[src/design/mows_pkg.sv]
// Package for the windowed median filter: sample width, default window, cell link type.
`default_nettype none

package mows_pkg;

  localparam int SAMPLE_W   = 12;
  localparam int WINDOW_DEF = 21;

  typedef logic [SAMPLE_W-1:0] sample_t;

  // What one sorter cell hands to its right-hand neighbor.
  typedef struct packed {
    logic    stay;   // cell keeps its value on this insertion
    sample_t value;  // value held by the cell
  } link_t;

endpackage : mows_pkg

`default_nettype wire

[src/design/median_of_window_samples.sv]
// Top level of the batch median filter: sorter cell chain, batch counter, result register.
`default_nettype none

// Batch median filter. Samples arrive on the in_ channel one transfer at a
// time; every WINDOW samples form a batch, and the transfer that completes a
// batch produces one result on the out_ channel: the value at sorted index
// (WINDOW-1)/2 of that batch (the median for odd WINDOW, the lower middle
// value for even WINDOW). Batches do not overlap. The block takes one sample
// per cycle while in_stall is low: a row of WINDOW cells keeps the current
// batch in ascending order, and each sample is inserted at once by all cells
// comparing against it in parallel and shifting right past the insertion
// point. The median is picked from the chain's next-state on the last sample,
// so the result is valid in the cycle after that transfer, and the next batch
// can start in that same cycle. in_stall is high only while the next sample
// would complete a batch and an earlier result still waits, stalled, in the
// output register; it does not look at in_valid.
// No clearing pass is needed after reset.

module median_of_window_samples #(
  parameter int WINDOW = mows_pkg::WINDOW_DEF
) (
  input  wire logic              clk,
  input  wire logic              rst_n,
  input  wire logic              in_valid,
  output logic                   in_stall,
  input  wire mows_pkg::sample_t in_sample,
  output logic                   out_valid,
  input  wire logic              out_stall,
  output mows_pkg::sample_t      out_median_value
);
  import mows_pkg::*;

  localparam int CNT_W = $clog2(WINDOW);
  localparam int MID   = (WINDOW - 1) / 2;

  logic [CNT_W-1:0] fill_r, fill_nxt;
  logic             out_valid_r, out_valid_nxt;
  sample_t          median_r, median_nxt;

  logic    last;
  logic    in_xfer;
  link_t   link [WINDOW+1];
  sample_t cell_nxt [WINDOW];

  assign last     = (fill_r == CNT_W'(WINDOW - 1));
  // Only a batch-completing sample needs room in the result register.
  assign in_stall = last && out_valid_r && out_stall;
  assign in_xfer  = in_valid && !in_stall;

  // Head of the chain: behaves like a cell that always stays, so cell 0
  // takes the sample whenever it moves its own value on.
  assign link[0].stay  = 1'b1;
  assign link[0].value = '0;

  for (genvar k = 0; k < WINDOW; k++) begin : g_cell
    mows_cell u_cell (
      .clk       (clk),
      .load      (in_xfer),
      .occupied  (fill_r > CNT_W'(k)),
      .sample    (in_sample),
      .left      (link[k]),
      .right     (link[k+1]),
      .value_nxt (cell_nxt[k])
    );
  end

  // The last cell's outgoing link has no consumer beyond the chain.
  logic unused_tail;
  assign unused_tail = ^link[WINDOW];

  always_comb begin
    fill_nxt      = fill_r;
    out_valid_nxt = out_valid_r;
    median_nxt    = median_r;
    if (out_valid_r && !out_stall) begin
      out_valid_nxt = 1'b0;
    end
    if (in_xfer) begin
      if (last) begin
        fill_nxt      = '0;
        out_valid_nxt = 1'b1;
        median_nxt    = cell_nxt[MID];
      end else begin
        fill_nxt = fill_r + 1'b1;
      end
    end
  end

  always_ff @(posedge clk) begin
    if (!rst_n) begin
      fill_r      <= '0;
      out_valid_r <= 1'b0;
    end else begin
      fill_r      <= fill_nxt;
      out_valid_r <= out_valid_nxt;
    end
  end

  always_ff @(posedge clk) begin
    median_r <= median_nxt;
  end

  assign out_valid        = out_valid_r;
  assign out_median_value = median_r;

endmodule : median_of_window_samples

`default_nettype wire

[src/design/mows_cell.sv]
// One cell of the insertion-sort chain: holds one sorted sample of the batch.
`default_nettype none

module mows_cell (
  input  wire logic            clk,
  input  wire logic            load,
  input  wire logic            occupied,
  input  wire mows_pkg::sample_t sample,
  input  wire mows_pkg::link_t left,
  output mows_pkg::link_t      right,
  output mows_pkg::sample_t    value_nxt
);
  import mows_pkg::*;

  sample_t value_r;
  logic    stay;

  // Occupied cells holding a value not above the new sample keep it.
  assign stay = occupied && (value_r <= sample);

  // Otherwise take the sample if the left neighbor stays, else shift right.
  always_comb begin
    if (stay) begin
      value_nxt = value_r;
    end else if (left.stay) begin
      value_nxt = sample;
    end else begin
      value_nxt = left.value;
    end
  end

  always_ff @(posedge clk) begin
    if (load) begin
      value_r <= value_nxt;
    end
  end

  assign right.stay  = stay;
  assign right.value = value_r;

endmodule : mows_cell

`default_nettype wire
[config.mk]
export PLATFORM = sky130hd
export DESIGN_NAME = median_of_window_samples
export DESIGN_NICKNAME = d
export VERILOG_FILES = /design/src/design/mows_pkg.sv /design/src/design/median_of_window_samples.sv /design/src/design/mows_cell.sv
export SDC_FILE = /design/constraint.sdc
export NUM_CORES = 1
export LEC_CHECK = 0
export BUFFER_PORTS_ARGS = -buffer_cell sky130_fd_sc_hd__buf_2
export CAP_MARGIN = 0
export CORE_AREA = 2 2 232 234
export CTS_CLUSTER_DIAMETER = 50
export DETAILED_ROUTE_END_ITERATION = 10
export DIE_AREA = 0 0 234 236
export HOLD_SLACK_MARGIN = 0.05
export MAX_ROUTING_LAYER = met4
export PLACE_DENSITY = 0.56
export SLEW_MARGIN = 20
export SYNTH_ARGS = -nofsm -noshare
export SYNTH_HDL_FRONTEND = slang
export SYNTH_HIERARCHICAL = 1
export SYNTH_SLANG_ARGS = --single-unit
export TNS_END_PERCENT = 10
[constraint.sdc]
create_clock -name clk -period 4.6 [get_ports clk]
set_clock_uncertainty 0.05 [all_clocks]
set_input_delay 0 -clock clk [delete_from_list [all_inputs] [get_ports clk]]
set_output_delay 0 -clock clk [all_outputs]
set_load 0.02 [all_outputs]
* Word level (Yosys, flattened, before mapping)
Cells that the tools add are included.
** Storage, ports and cells
- Register bits :: 150
- Input bits :: 16
- Output and inout bits :: 14
- Logic and storage cells :: 91
** Operators by class
- $add $sub $neg :: 1
- Magnitude comparators :: 22
- Equal/unequal tests :: 1
- Muxes and demuxes :: 15
- Bitwise gates (word level) :: 10
- Reduce and logical (&&, ||, !) cells :: 28
** Operators by type and width (count)
- $le 12x12->1 :: 11
- $mux 12 :: 11
- $reduce_and 2->1 :: 11
- $gt 5x3->1 const B :: 4
- $gt 5x4->1 const B :: 3
- $logic_and 1x1->1 :: 15
- $gt 5x1->1 const B :: 2
- $gt 5x2->1 const B :: 2
- $not 1->1 :: 10
- $add 5x1->5 const B :: 1
- $eq 5x5->1 const B :: 1
- $mux 5 :: 1
- $mux 1 :: 3
- $logic_not 1->1 :: 2

* Longest topological paths before layout
- Depth after elaboration :: 6
- Depth in mapped cells :: 14
- Gate-level depth less buffers :: 11

* Cells and area by module
The synthesis kept the hierarchy.
** By module, submodules not included
- mows_cell :: times used 11, cells each 167, area each 1586.5 µm²
- median_of_window_samples :: times used 1, cells each 80, area each 868.3 µm²

* Worst setup path after synthesis
OpenSTA, ideal clock, no wires.
- Path type :: reg-to-reg
- Start point :: reg fill_r[0]
- End point :: reg g_cell[0].u_cell.value_r[0] (enable)
- Setup time :: 467 ps
- Arrival time :: 3325 ps
- Required time :: 4083 ps
- Slack :: 759 ps
- Cell stages (with the launch flop) :: 5
- Path buffers :: 0
- Cells stage by stage :: dfxtp_1 > inv_1 > ha_1 > and4b_4 > a31oi_4
** On the way
- Cells in the longest elaborated chain, start to end :: 6
- Elaborated cells between the ends (all ways) :: 9
- Those cells by class :: 1 x order compare; 1 x eq/ne; 1 x bitwise; 6 x reduce/logical
** Ends and longest elaborated chain
- start: declaration :: line median_of_window_samples.sv:36 : logic [CNT_W-1:0] fill_r, fill_nxt;
- start signal: assignment :: line median_of_window_samples.sv:94 : fill_r <= fill_nxt;
- $eq 5x5->1 :: line median_of_window_samples.sv:45 : assign last = (fill_r == CNT_W'(WINDOW - 1));
- $logic_and 1x1->1 (2 in a row) :: line median_of_window_samples.sv:47 : assign in_stall = last && out_valid_r && out_stall;
- $logic_not 1->1 :: line median_of_window_samples.sv:48 : assign in_xfer = in_valid && !in_stall;
- $logic_and 1x1->1 :: line median_of_window_samples.sv:48
- via in_xfer :: line median_of_window_samples.sv:41 : logic in_xfer;
- $reduce_and 2->1 (no source line)
- end signal: assignment :: line mows_cell.sv:34 : value_r <= value_nxt;
- end: declaration :: line mows_cell.sv:15 : sample_t value_r;
The timed path passes the listed nets, and every way through them passes these cells.
A chain may end at the register's enable or synchronous reset.

==> results.sh <==
export IMPL_rsz0062_at_grt="false"
export IMPL_startpoint_type="flop"
export IMPL_cts_sinks=150
export IMPL_core_mm2=0.0531
export IMPL_initial_utilization_pct=34.5
export IMPL_final_nets=2050
export IMPL_dr_first_iter_drc_count=911
export IMPL_wl_met1_mm=22.5
export IMPL_wl_per_cell_um=19.4
export IMPL_gr_total_overflow=0
export IMPL_slowest_stage="a21boi_1"
export IMPL_vias=14900
export IMPL_hold_viol_final=0
export IMPL_cellPowerDensity_mw_per_mm2=306
export IMPL_slew_headroom_pct=29.2
export IMPL_rows=85
export IMPL_numCtsBuffers=17
export IMPL_die_h_um=236
export IMPL_tightest_slew_ps=1060
export IMPL_cp_required_ps=4800
export IMPL_post_place_ws_ps=1010
export IMPL_cts_max_level=4
export IMPL_gp_congestion=0.815
export IMPL_cts_tree="built"
export IMPL_dr_wl_met3_mm=1.94
export IMPL_arrival_ps=3750
export IMPL_clk_pin_slew_ps=70
export IMPL_route_detailed_drc=0
export IMPL_die_area_mm2=0.0552
export IMPL_syn_inst=1914
export IMPL_drv_slew=0
export IMPL_netlist_area_mm2=0.0183
export IMPL_avgSynthCellArea_um2=9.56
export IMPL_post_cts_resized=0
export IMPL_path_class="reg2reg"
export IMPL_min_path_type="in2reg"
export IMPL_fin_tns_setup_ps=0
export IMPL_drive_gt1_share_pct=28.2
export IMPL_vias_per_cell=5.70
export IMPL_place_area_mm2=0.0182
export IMPL_antenna_found_initial=0
export IMPL_grt_pass1_vias=14800
export IMPL_die_w_um=234
export IMPL_n_antenna_cell=0
export IMPL_fill_cells=5302
export IMPL_cts_path_max_buffers=2
export IMPL_dr_pass1_iters=5
export IMPL_vdd_drop_max_v=0.000179
export IMPL_io_buffers=29
export IMPL_worstPathMaxFanout=25
export IMPL_cp_end_kind="flop"
export IMPL_clock_root_buffer="clkbuf_16"
export IMPL_worstPathCellList="ha_1 > nand4_2 > or3_1 > buf_4 > a21boi_1 > buf_4 > mux2i_1 > or2b_2 > o221ai_2 > nor3_2"
export IMPL_grt_max_degree=57
export IMPL_post_route_period_util_pct=77.1
export IMPL_area_growth_pct=2.99
export IMPL_finalWorstSetupSlack_ps=1050
export IMPL_met2_length_mm=24.8
export IMPL_grt_first_pass_wirelength_mm=81.8
export IMPL_critPathMaxStageDelay_ps=530
export IMPL_clk_latency_ps=500
export IMPL_drtAntennaViolNets=0
export IMPL_topRoutingLayerUsed="met4"
export IMPL_setup_violations_final=0
export IMPL_drt_total_wl_mm=50.5
export IMPL_path_common_cell="buf_4"
export IMPL_status="completed"
export IMPL_maxCapViolCount=0
export IMPL_dpl_hpwl_mm=34.8
export IMPL_fin_total_pwr_mw=5.77
export IMPL_grt_usage_pct=19.1
export IMPL_pin_count=30
export IMPL_p_leak_nw=7.33
export IMPL_post_route_min_period_ps=3550
export IMPL_max_freq_mhz=282
export IMPL_fin_area_mm2=0.0188
export IMPL_post_cts_buffers=0
export IMPL_hold_slack_ps=220
export IMPL_synth_yosys_warnings=6
==> power by group <==
group | switching (mW) | total (mW) | internal (mW)
combinational | 1.34 | 2.32 | 0.978
clock | 0.713 | 1.47 | 0.754
sequential | 0.195 | 1.99 | 1.80
total | 2.25 | 5.77 | 3.53
==> what timing repair did <==
item,CTS,global route
hold buffers,6,0
setup endpoints to repair,0,0
hold endpoints to repair,6,0
==> worst max-delay path, delay by kind of cell, from the launching register on <==
| family | cells | cell delay (ps) |
|---|---|---|
| adder cells (fa/ha/maj) | 1 | 360 |
| AND/OR/NAND/NOR | 4 | 960 |
| buffers and inverters | 2 | 550 |
| AO/OA/AOI/OAI | 2 | 600 |
| flip-flops | 1 | 470 |
| multiplexers | 1 | 300 |
==> layer usage <==
metal / GRT usage, % / vias up
li1: - / 7125
met4: 6.54 / 0
met1: 24.4 / 7306
met5: - / -
met2: 30.5 / 348
met3: 2.89 / 91
==> worst paths after layout <==
path / start / end / slack (ps) / depth (start not counted)
setup / recovery: g_cell[1].u_cell/value_r[9] / g_cell[2].u_cell/value_r[8] / 1050 / 10
hold / removal: in_sample[3] / g_cell[5].u_cell/value_r[3] / 220 / 5
setup reg to reg: g_cell[1].u_cell/value_r[9] / g_cell[2].u_cell/value_r[8] / 1050 / 10
hold reg to reg: fill_r[0] / fill_r[0] / 520 / 2
==> per-stage QoR <==
stage	utilization [%]	cells
detailed placement	34.3	2569
CTS	35.5	2607
global placement	34.3	2569
finish	35.5	2607
global route	35.5	2607
floorplan	-	1927
==> placed cells by master (no fill, tap or decap), types with 6 or more instances in the layout <==
cell type      instances
a21oi_1              176
edfxtp_1             144
inv_1                136
ha_1                 136
mux2i_1              133
or2b_2               132
nor4_1               132
nand2b_1             122
nand2_1               92
o221ai_2              77
nor3_2                77
nand2_2               66
buf_4                 63
nor3_1                57
o221ai_1              55
buf_2                 29
nor2_1                25
nand4_1               23
nand3_1               22
or2_2                 22
clkbuf_16             17
conb_1                15
a21boi_1              11
nand4_2               11
o21a_1                11
nor2b_1               11
o211ai_1              11
a211o_2               11
a21boi_0              11
or3_1                 11
nand2_4               11
a211oi_1               8
inv_6                  7
o21ai_1                6
dfxtp_1                6
dlygate4sd3_1          6
==> final cells by class <==
type / count / area (um^2) / area share [%]
Tap cell: 696 / 871 / 4.62
Clock buffer: 17 / 425 / 2.26
Multi-Input combinational cell: 1495 / 11800 / 62.5
Clock inverter: 15 / 143 / 0.757
Sequential cell: 150 / 4440 / 23.6
Inverter: 136 / 510 / 2.71
Timing Repair Buffer: 98 / 678 / 3.60
==> sequential cells by signal, indices dropped and copies added (netlist names) <==
signal                 count
g_cell.u_cell/value_r    132
fill_r                     5
out_median_value          12
out_valid                  1
No activity file was read; power rests on OpenSTA's default activity.
